### config.mk
export PLATFORM = sky130hd
export DESIGN_NAME = quadrature_speed_estimator_core
export DESIGN_NICKNAME = d
export VERILOG_FILES = /design/src/qse_pkg.sv /design/src/qse_cfg_regs.sv /design/src/qse_wrap_tracker.sv /design/src/qse_speed_update.sv /design/src/quadrature_speed_estimator_core.sv
export SDC_FILE = /design/constraint.sdc
export NUM_CORES = 2
export LEC_CHECK = 0
export BUFFER_PORTS_ARGS = -buffer_cell sky130_fd_sc_hd__buf_4
export CAP_MARGIN = 20
export CORE_MARGIN = 2
export CORE_UTILIZATION = 55
export DETAILED_ROUTE_END_ITERATION = 6
export GPL_ROUTABILITY_DRIVEN = 0
export PLACE_DENSITY = 0.77
export SYNTH_ARGS = -nofsm -noshare
export SYNTH_HDL_FRONTEND = slang
export SYNTH_SLANG_ARGS = --single-unit
### constraint.sdc
create_clock -name clk_i -period 37.8 [get_ports clk_i]
set_input_delay 3.78 -clock clk_i [delete_from_list [all_inputs] [get_ports clk_i]]
set_output_delay 3.78 -clock clk_i [all_outputs]
set_load 0.005 [all_outputs]
### src/qse_pkg.sv
`timescale 1ns / 1ps

package qse_pkg;

  localparam int unsigned CountW   = 16;
  localparam int unsigned TimeW    = 32;
  localparam int unsigned SpeedW   = 48;
  localparam int unsigned AlphaW   = 17;
  localparam int unsigned WrapW    = 16;
  localparam int unsigned OffsetW  = 32;
  localparam int unsigned ChangeW  = 34;
  localparam int unsigned DiffW    = 50;
  localparam int unsigned ProdW    = 68;
  localparam int unsigned FracW    = 16;

  localparam int unsigned PaddrW   = 4;
  localparam int unsigned PdataW   = 32;

  localparam logic [CountW-1:0] ReloadRst  = 16'd65535;
  localparam logic [AlphaW-1:0] AlphaRst   = 17'd6554;
  localparam logic [CountW-1:0] TimeoutRst = 16'd200;

  localparam logic signed [WrapW-1:0] WrapLimit = 16'sd32767;
  localparam logic [AlphaW-1:0]       OneQ16    = 17'd65536;
  localparam logic [ProdW-1:0]        HalfLsb   = 68'd32768;

  typedef enum logic [1:0] {
    REG_RELOAD  = 2'd0,
    REG_ALPHA   = 2'd1,
    REG_TIMEOUT = 2'd2
  } reg_idx_e;

  typedef enum logic {
    OP_UPDATE = 1'b0,
    OP_WRAP   = 1'b1
  } op_e;

  typedef struct packed {
    logic [CountW-1:0] counter_reload;
    logic [AlphaW-1:0] lp_weight;
    logic [CountW-1:0] stop_timeout_ms;
  } cfg_t;

  typedef struct packed {
    logic                     reload_we;
    logic [CountW-1:0]        reload_wdata;
  } reload_wr_t;

  typedef struct packed {
    logic signed [SpeedW-1:0] speed;
    logic                     stopped;
    logic                     clear_counter;
  } res_t;

endpackage

### src/qse_cfg_regs.sv
`timescale 1ns / 1ps

module qse_cfg_regs import qse_pkg::*; (
  input  logic              clk_i,
  input  logic              rst_ni,
  input  logic              psel,
  input  logic              penable,
  input  logic              pwrite,
  input  logic [PaddrW-1:0] paddr,
  input  logic [PdataW-1:0] pwdata,
  output logic [PdataW-1:0] prdata,
  output logic              pready,
  output cfg_t              cfg_o,
  output reload_wr_t        reload_wr_o
);

  cfg_t     cfg_q, cfg_d;
  reg_idx_e idx;
  logic     wr_en;

  assign idx    = reg_idx_e'(paddr[3:2]);
  assign wr_en  = psel & penable & pwrite;
  assign pready = 1'b1;

  always_comb begin
    cfg_d = cfg_q;
    if (wr_en) begin
      unique case (idx)
        REG_RELOAD:  cfg_d.counter_reload  = pwdata[CountW-1:0];
        REG_ALPHA:   cfg_d.lp_weight       = pwdata[AlphaW-1:0];
        REG_TIMEOUT: cfg_d.stop_timeout_ms = pwdata[CountW-1:0];
        default: ;
      endcase
    end
  end

  always_comb begin
    unique case (idx)
      REG_RELOAD:  prdata = {{(PdataW-CountW){1'b0}}, cfg_q.counter_reload};
      REG_ALPHA:   prdata = {{(PdataW-AlphaW){1'b0}}, cfg_q.lp_weight};
      REG_TIMEOUT: prdata = {{(PdataW-CountW){1'b0}}, cfg_q.stop_timeout_ms};
      default:     prdata = '0;
    endcase
  end

  always_ff @(posedge clk_i or negedge rst_ni) begin
    if (!rst_ni) begin
      cfg_q.counter_reload  <= ReloadRst;
      cfg_q.lp_weight       <= AlphaRst;
      cfg_q.stop_timeout_ms <= TimeoutRst;
    end else begin
      cfg_q <= cfg_d;
    end
  end

  assign cfg_o                    = cfg_q;
  assign reload_wr_o.reload_we    = wr_en && (idx == REG_RELOAD);
  assign reload_wr_o.reload_wdata = pwdata[CountW-1:0];

endmodule

### src/qse_wrap_tracker.sv
`timescale 1ns / 1ps

// Keeps the saturating wrap count and its value in counts,
// wrap_count * (reload + 1), so the update path needs no multiply for the wraps.
module qse_wrap_tracker import qse_pkg::*; (
  input  logic                      clk_i,
  input  logic                      rst_ni,
  input  logic                      wrap_i,
  input  logic                      down_i,
  input  logic                      clear_i,
  input  logic [CountW-1:0]         reload_i,
  input  reload_wr_t                reload_wr_i,
  output logic signed [OffsetW-1:0] offset_o
);

  logic signed [WrapW-1:0]   wrap_q, wrap_d;
  logic signed [OffsetW-1:0] offset_q, offset_d;
  logic signed [OffsetW-1:0] step;
  logic signed [OffsetW-1:0] rescaled;

  assign step     = $signed({{(OffsetW-CountW){1'b0}}, reload_i}) + 32'sd1;
  // The user makes reload changes only while idle, unchecked here; a write rescales the pending wraps to the new span.
  assign rescaled = OffsetW'($signed(wrap_q) *
                    ($signed({{(OffsetW-CountW){1'b0}}, reload_wr_i.reload_wdata})
                     + 32'sd1));

  always_comb begin
    wrap_d   = wrap_q;
    offset_d = offset_q;
    if (reload_wr_i.reload_we) begin
      offset_d = rescaled;
    end else if (clear_i) begin
      wrap_d   = '0;
      offset_d = '0;
    end else if (wrap_i) begin
      if (down_i) begin
        if (wrap_q > -WrapLimit) begin
          wrap_d   = wrap_q - 16'sd1;
          offset_d = offset_q - step;
        end
      end else begin
        if (wrap_q < WrapLimit) begin
          wrap_d   = wrap_q + 16'sd1;
          offset_d = offset_q + step;
        end
      end
    end
  end

  always_ff @(posedge clk_i or negedge rst_ni) begin
    if (!rst_ni) begin
      wrap_q   <= '0;
      offset_q <= '0;
    end else begin
      wrap_q   <= wrap_d;
      offset_q <= offset_d;
    end
  end

  assign offset_o = offset_q;

endmodule

### src/qse_speed_update.sv
`timescale 1ns / 1ps

// Position change, stop timeout and the low-pass filter, one update per cycle.
module qse_speed_update import qse_pkg::*; (
  input  logic                      clk_i,
  input  logic                      rst_ni,
  input  logic                      update_i,
  input  logic [CountW-1:0]         count_i,
  input  logic [TimeW-1:0]          time_i,
  input  cfg_t                      cfg_i,
  input  logic signed [OffsetW-1:0] offset_i,
  output res_t                      res_o
);

  logic [CountW-1:0]        prev_count_q, prev_count_d;
  logic [TimeW-1:0]         last_move_q, last_move_d;
  logic signed [SpeedW-1:0] speed_q, speed_d;
  logic                     stopped_q, stopped_d;

  logic signed [ChangeW-1:0] change;
  logic [TimeW-1:0]          elapsed;
  logic                      idle_run, expire;
  logic [AlphaW-1:0]         alpha_eff;
  logic signed [DiffW-1:0]   diff;
  logic signed [ProdW-1:0]   prod, prod_rnd;
  logic signed [SpeedW-1:0]  speed_filt;

  assign change = $signed({{(ChangeW-CountW){1'b0}}, count_i})
                - $signed({{(ChangeW-CountW){1'b0}}, prev_count_q})
                + $signed({{(ChangeW-OffsetW){offset_i[OffsetW-1]}}, offset_i});

  assign elapsed  = time_i - last_move_q;
  assign idle_run = (change == '0) && !stopped_q;
  assign expire   = elapsed >= {{(TimeW-CountW){1'b0}}, cfg_i.stop_timeout_ms};

  // new = speed + round((x - speed) * alpha / 2^16), x = change in Q.16
  assign alpha_eff  = (cfg_i.lp_weight > OneQ16) ? OneQ16 : cfg_i.lp_weight;
  assign diff       = $signed({change, {FracW{1'b0}}})
                    - $signed({{(DiffW-SpeedW){speed_q[SpeedW-1]}}, speed_q});
  assign prod       = diff * $signed({1'b0, alpha_eff});
  assign prod_rnd   = prod + $signed(HalfLsb);
  assign speed_filt = speed_q + SpeedW'(prod_rnd >>> FracW);

  always_comb begin
    prev_count_d        = prev_count_q;
    last_move_d         = last_move_q;
    speed_d             = speed_q;
    stopped_d           = stopped_q;
    res_o.speed         = speed_q;
    res_o.stopped       = stopped_q;
    res_o.clear_counter = 1'b0;
    if (update_i) begin
      prev_count_d = count_i;
      if (idle_run) begin
        if (expire) begin
          prev_count_d        = '0;
          speed_d             = '0;
          stopped_d           = 1'b1;
          res_o.clear_counter = 1'b1;
        end
      end else begin
        stopped_d   = 1'b0;
        last_move_d = time_i;
        speed_d     = speed_filt;
      end
      res_o.speed   = speed_d;
      res_o.stopped = stopped_d;
    end
  end

  always_ff @(posedge clk_i or negedge rst_ni) begin
    if (!rst_ni) begin
      prev_count_q <= '0;
      last_move_q  <= '0;
      speed_q      <= '0;
      stopped_q    <= 1'b0;
    end else begin
      prev_count_q <= prev_count_d;
      last_move_q  <= last_move_d;
      speed_q      <= speed_d;
      stopped_q    <= stopped_d;
    end
  end

endmodule

### src/quadrature_speed_estimator_core.sv
`timescale 1ns / 1ps

// Quadrature encoder speed estimator. Each input transaction is either a
// counter wrap event (op = 1, direction on counting_down_i) or a periodic
// update (op = 0, counter value and millisecond time). Every transaction
// returns exactly one result: the filtered speed in counts per update
// (signed Q32.16), the stopped flag, and clear_counter, which pulses on the
// update that declares the encoder stopped and asks software or hardware to
// zero the counter. Throughput is one transaction per clock while out_stall_i
// is low, via an input register followed by a result register. While a result
// waits on out_stall_i the input register can still take one transaction,
// after that in_stall_o holds the input off. The clock rate is set
// by the filter loop: a 50 x 17 bit multiply, a round and an add feeding the
// speed register. Wraps are kept pre-scaled by reload+1, so the update path
// holds only that one multiply. Registers (APB, 32-bit data): 0x0
// counter_reload, 0x4 lp_weight (Q1.16, values above 1.0 act as 1.0),
// 0x8 stop_timeout_ms. Write them only while no transaction is in flight.
module quadrature_speed_estimator_core import qse_pkg::*; (
  input  logic                     clk_i,
  input  logic                     rst_ni,
  // configuration
  input  logic                     psel,
  input  logic                     penable,
  input  logic                     pwrite,
  input  logic [PaddrW-1:0]        paddr,
  input  logic [PdataW-1:0]        pwdata,
  output logic [PdataW-1:0]        prdata,
  output logic                     pready,
  // event input
  input  logic                     in_valid_i,
  output logic                     in_stall_o,
  input  logic                     op_i,
  input  logic [CountW-1:0]        count_value_i,
  input  logic [TimeW-1:0]         time_ms_i,
  input  logic                     counting_down_i,
  // result output
  output logic                     out_valid_o,
  input  logic                     out_stall_i,
  output logic signed [SpeedW-1:0] speed_o,
  output logic                     stopped_o,
  output logic                     clear_counter_o
);

  cfg_t       cfg;
  reload_wr_t reload_wr;

  // Input register
  logic              s1_valid_q, s1_valid_d;
  op_e               s1_op_q;
  logic [CountW-1:0] s1_count_q;
  logic [TimeW-1:0]  s1_time_q;
  logic              s1_down_q;

  // Result register
  logic out_valid_q, out_valid_d;
  res_t res, out_q;

  logic out_load_ok;   // result register can take a new result
  logic s1_fire;       // input register hands its transaction on
  logic in_fire;       // new transaction captured

  logic signed [OffsetW-1:0] wrap_offset;

  qse_cfg_regs u_cfg_regs (
    .clk_i       (clk_i),
    .rst_ni      (rst_ni),
    .psel        (psel),
    .penable     (penable),
    .pwrite      (pwrite),
    .paddr       (paddr),
    .pwdata      (pwdata),
    .prdata      (prdata),
    .pready      (pready),
    .cfg_o       (cfg),
    .reload_wr_o (reload_wr)
  );

  assign out_load_ok = !out_valid_q || !out_stall_i;
  assign s1_fire     = s1_valid_q && out_load_ok;
  assign in_stall_o  = s1_valid_q && !out_load_ok;
  assign in_fire     = in_valid_i && !in_stall_o;

  // Wrap events bump the count; any update consumes it.
  qse_wrap_tracker u_wrap_tracker (
    .clk_i       (clk_i),
    .rst_ni      (rst_ni),
    .wrap_i      (s1_fire && (s1_op_q == OP_WRAP)),
    .down_i      (s1_down_q),
    .clear_i     (s1_fire && (s1_op_q == OP_UPDATE)),
    .reload_i    (cfg.counter_reload),
    .reload_wr_i (reload_wr),
    .offset_o    (wrap_offset)
  );

  qse_speed_update u_speed_update (
    .clk_i    (clk_i),
    .rst_ni   (rst_ni),
    .update_i (s1_fire && (s1_op_q == OP_UPDATE)),
    .count_i  (s1_count_q),
    .time_i   (s1_time_q),
    .cfg_i    (cfg),
    .offset_i (wrap_offset),
    .res_o    (res)
  );

  always_comb begin
    s1_valid_d = s1_valid_q;
    if (in_fire) begin
      s1_valid_d = 1'b1;
    end else if (s1_fire) begin
      s1_valid_d = 1'b0;
    end
  end

  always_comb begin
    out_valid_d = out_valid_q;
    if (s1_fire) begin
      out_valid_d = 1'b1;
    end else if (!out_stall_i) begin
      out_valid_d = 1'b0;
    end
  end

  always_ff @(posedge clk_i or negedge rst_ni) begin
    if (!rst_ni) begin
      s1_valid_q  <= 1'b0;
      out_valid_q <= 1'b0;
    end else begin
      s1_valid_q  <= s1_valid_d;
      out_valid_q <= out_valid_d;
    end
  end

  // Payload registers, no reset needed
  always_ff @(posedge clk_i) begin
    if (in_fire) begin
      s1_op_q    <= op_e'(op_i);
      s1_count_q <= count_value_i;
      s1_time_q  <= time_ms_i;
      s1_down_q  <= counting_down_i;
    end
    if (s1_fire) begin
      out_q <= res;
    end
  end

  assign out_valid_o     = out_valid_q;
  assign speed_o         = out_q.speed;
  assign stopped_o       = out_q.stopped;
  assign clear_counter_o = out_q.clear_counter;

endmodule

# ---- Word-level counts from Yosys, hierarchy flattened
# Cells that the tools add are included.
dict set report word_totals {
  in_bits 93
  register_bits 296
  output_inout_bits 85
  elab_cells 99
}
dict set report op_classes {
  n_eq_ne 5
  n_bitwise 5
  addsub 12
  reduce_logical 27
  mul 2
  n_mux 26
  magnitude_cmp 4
}
# op count
set ops {}
lappend ops {{$mux W32} 6}
lappend ops {{$mux W16} 7}
lappend ops {{$mux W48} 2}
lappend ops {{$add A64 B17 Y64 const B} 1}
lappend ops {{$mul A50 B18 Y64} 1}
lappend ops {{$pmux W17 S3} 1}
lappend ops {{$mux W50} 1}
lappend ops {{$sub A50 B48 Y50} 1}
lappend ops {{$add A48 B48 Y48} 1}
lappend ops {{$add A16 B1 Y17 const B} 2}
lappend ops {{$logic_not A34 Y1} 1}
lappend ops {{$add A17 B32 Y33} 1}
lappend ops {{$add A32 B18 Y32} 1}
lappend ops {{$ge A32 B16 Y1} 1}
lappend ops {{$mul A16 B18 Y32} 1}
lappend ops {{$sub A32 B18 Y32} 1}
lappend ops {{$sub A32 B32 Y32} 1}
lappend ops {{$gt A17 B17 Y1 const B} 1}
lappend ops {{$mux W17} 1}
lappend ops {{$sub A16 B16 Y17} 1}
lappend ops {{$add A16 B2 Y16 const B} 1}
lappend ops {{$gt A16 B16 Y1 const B} 1}
lappend ops {{$lt A16 B16 Y1 const B} 1}
lappend ops {{$sub A16 B2 Y16 const B} 1}
lappend ops {{other kinds (18)} 44}

# ---- Longest topological paths before layout
dict set report depth {
  ltp_word 8
  ltp_mapped 75
  ltp_nobuf 71
}

# ---- Modules after synthesis
# Synthesis repeated with hierarchy kept, for this count alone.
dict set report hier_totals {
  hier_cells 6691
  area_unflattened_um2 59671.0
}
# module instances area_per_inst_um2 cells_per_inst seq_area_each_um2
set modules_own_cells {}
lappend modules_own_cells {qse_speed_update 1 39481.6 4646 2427.3}
lappend modules_own_cells {qse_wrap_tracker 1 14525.2 1738 1201.2}
lappend modules_own_cells {quadrature_speed_estimator_core 1 3113.0 111 3052.9}
lappend modules_own_cells {qse_cfg_regs 1 2551.2 196 1258.7}

# ---- Worst setup path after synthesis
# Ideal clock, no wire load.
dict set report synth_timing {
  path_kind {flip-flop to flip-flop}
  start {reg s1_count_q[2]}
  end {reg out_q (netlist bit speed_o[47]), data pin}
  setup_time_ns 0.260
  path_buffers 4
  path_stages_with_launch 70
  arrival_time_ns 14.054
  path_slack_ns 23.486
  cell_sequence {edfxtp_1 > ha_1 > nor2b_1 > o21ai_0 > a21boi_0 > o21ai_0 > a21boi_0 > o21ai_0 > a21boi_0 > o21ai_0 > a21boi_0 > o21ai_0 > nand2b_1 > nand3_1 > nand3b_1 > a31oi_1 > ha_1 > a21oi_1 > (+34 left out) > o21a_1 > o21a_1 > nor2_1 > xnor2_1 > ha_1 > clkbuf_1 > and4_1 > o2111ai_1 > nand2_1 > nand2_1 > o31ai_1 > a211oi_1 > nor3_1 > a2111oi_0 > xnor2_2 > xnor2_1 > xnor2_1 > a22o_1}
}
# element line_no
set synth_rtl {}
lappend synth_rtl {{start: declaration} quadrature_speed_estimator_core.sv:50} ;# logic [CountW-1:0] s1_count_q;
lappend synth_rtl {{start signal: assignment} quadrature_speed_estimator_core.sv:138} ;# s1_count_q <= count_value_i;
lappend synth_rtl {{end signal: assignment} quadrature_speed_estimator_core.sv:143} ;# out_q <= res;
lappend synth_rtl {{end: declaration} quadrature_speed_estimator_core.sv:56} ;# res_t res, out_q;

==> results.ini <==
[status]
outcome=completed

[sta]
hold_viol=0
tightestPinTransition_ns=1.14
fmax_ghz=0.0587
drv_slew=0
grt_setup_unrepaired=false
min_period_ns=17.04
fin_worst_skew_ns=0.0452
fin_tns_setup_ns=0
period_share_pct=45.1
setup_viol=0
max_slew_margin_pct=23.5

[finish]
drive_above_1_share_pct=6.56
nets=8324
finalCoreUtilization_pct=59.1
area.growth.synth_to_final_pct=6.93

[yosys]
synth_ff_type=dfrtp_1
syn_avg_cell_area_sq_um=8.78
synth_edf_count=100
synthTopCellsByCount=inv_1 (1287), fa_1 (975), nand2_1 (872)
yosysTopAreaCellShare_pct=33.1
ys_seq_elements=296
synth_top_area_cell=fa_1
synth.yosys.seq_area_share_pct=13.5
synth_area_leaders=fa_1 (33%), ha_1 (11%), inv_1 (8.2%)
yosysWarnings=0
synthArstFlopShare_pct=66.2
synth.most_common_cell=inv_1
syn_inst=6705
synthesis.area_sq_mm=0.0589
synth_cell_types=98

[floorplan]
die_h_microns=331
initial_core_util_pct=55.3
rows=120
die_area_sq_mm=0.110
io_pins=178
die_w_microns=331
core_sq_mm=0.107

[global_route]
grt_overflow_total=0
antenna_found_initial=1
grt_max_degree=81
grt_pass1_wl_microns=263000
grt_pass1_vias=49900
grtUsageTotal_pct=30.1

[clocking]
cts.reportedPaths.clkPinSlew_ns=0.06
clock_latency_ns=0.61
cts_buffer_depth=3
cts_setup_buffers=0
cts_root_buf=clkbuf_16
cts_sinks=296
htree_levels=2
cts_tree=yes
hold_buffers=0
cts_resized=0
cts_buffers=37

[route]
ant_nets=0
wire_per_inst_microns=20.0
vias=47400
route.detailed.drc=0
vias_per_cell=5.81
routed_wl_microns=163000
dr.first_iter.drc_count=3545
firstDrtPassIters=6

[worst_setup_path]
critPathRequiredTime_ns=38.11
arrival_ns=17.36
crit_path_frequent_cell=o21ai_0
endpoint_kind=register
path_class=register to register
worstSetupStartpointType=register
critPathMaxStageDelay_ns=0.74
slowest_stage=a2111oi_0
critPathMaxFanout=9

[flow_run]
max_cap_violations=0

[place]
port_buffers=144
dpl.hpwl_microns=128000

[min_path]
hold_path.class=register to register

[worst paths after layout]
kind                                                             from                                    endpoint  slack [ns]  depth (start not counted)
hold reg to reg            u_speed_update.prev_count_q[5]$_DFFE_PN0P_  u_speed_update.prev_count_q[5]$_DFFE_PN0P_        0.48                          2
max in group asynchronous                                      rst_ni      u_speed_update.speed_q[46]$_DFFE_PN0P_       33.08                          2
hold / removal             u_speed_update.prev_count_q[5]$_DFFE_PN0P_  u_speed_update.prev_count_q[5]$_DFFE_PN0P_        0.48                          2
setup reg to reg                              s1_count_q[0]$_DFFE_PP_                       speed_o[47]$_DFFE_PP_       20.76                         66
min in group asynchronous                                      rst_ni  u_speed_update.last_move_q[10]$_DFFE_PN0P_        3.17                          1
setup / recovery                              s1_count_q[0]$_DFFE_PP_                       speed_o[47]$_DFFE_PP_       20.76                         66
[flip-flops by register name (all words and copies together) (netlist names)]
name,count
u_speed_update.last_move_q,32
u_speed_update.speed_q,48
u_cfg_regs.cfg_o,49
u_wrap_tracker.wrap_q,16
u_speed_update.prev_count_q,16
u_wrap_tracker.offset_o,32
u_speed_update.stopped_q,1
s1_count_q,16
s1_down_q,1
out_valid_o,1
speed_o,48
stopped_o,1
s1_op_q,1
s1_time_q,32
clear_counter_o,1
s1_valid_q,1
[critical path: cells and delay by family, from the launching register on]
family                     cells  cell delay, ns
AOI/OAI and AO/OA             30            7.70
buffers and inverters          6            0.54
xor gates and xnor gates       6            1.38
adders and majority gates     12            4.95
and+or+nand+nor               12            1.78
DFF                            1            0.34
[logic make-up after synthesis]
logic type | after synthesis | share of synthesized area, %
buffers and inverters | 1572 | 10.2
adder cells (fa/ha/maj) | 1508 | 44.5
multiplexers | 84 | 1.57
AND/OR/NAND/NOR | 2020 | 15.3
flip-flops | 296 | 13.5
AO/OA/AOI/OAI | 897 | 10.1
XOR/XNOR | 326 | 4.86
other | 2 | 0.0128
[metrics by stage]
step / cells / hold slack (ns) / instance area [sq um] / setup WS (ns)
floorplan: 6719 / 0.449 / 59000 / 23.49
global placement: 8084 / 0.460 / 61600 / 20.92
detailed placement: 8086 / 0.467 / 61600 / 21.27
CTS: 8154 / 0.479 / 63000 / 21.15
global route: 8155 / 0.503 / 63000 / 19.67
finish: 8156 / 0.479 / 63000 / 20.76
[cells in the final DEF (no fill, tap or decap), types with 100 or more instances in the layout]
| master | n |
|---|---|
| ha_1 | 533 |
| buf_4 | 243 |
| xnor2_1 | 202 |
| nand2_1 | 871 |
| nor2_1 | 557 |
| a21oi_1 | 239 |
| inv_1 | 1286 |
| a21o_1 | 134 |
| edfxtp_1 | 100 |
| and2_1 | 132 |
| fa_1 | 975 |
| xor2_1 | 107 |
| o21ai_0 | 163 |
| dfrtp_1 | 170 |
[final cells by class]
cell class	instances	area, sq um
Antenna cell	1	2.50
Clock buffer	53	1070
Clock inverter	15	251
Fill cell	9048	43600
Inverter	1291	4850
Multi-Input combinational cell	4851	45300
Sequential cell	296	7940
Tap cell	1403	1760
Timing Repair Buffer	246	1860
[metal layers]
| metal | routed length [microns] | track usage (%) |
|---|---|---|
| met2 | 77200 | 49.9 |
| met3 | 15500 | 6.12 |
| met4 | 9510 | 15.5 |
| met1 | 61000 | 37.5 |
| met5 | 19 | 0 |
Power is left out: the tool's default activity adds up to more than one toggle a clock period on the data nets, which glitch-free logic cannot reach.
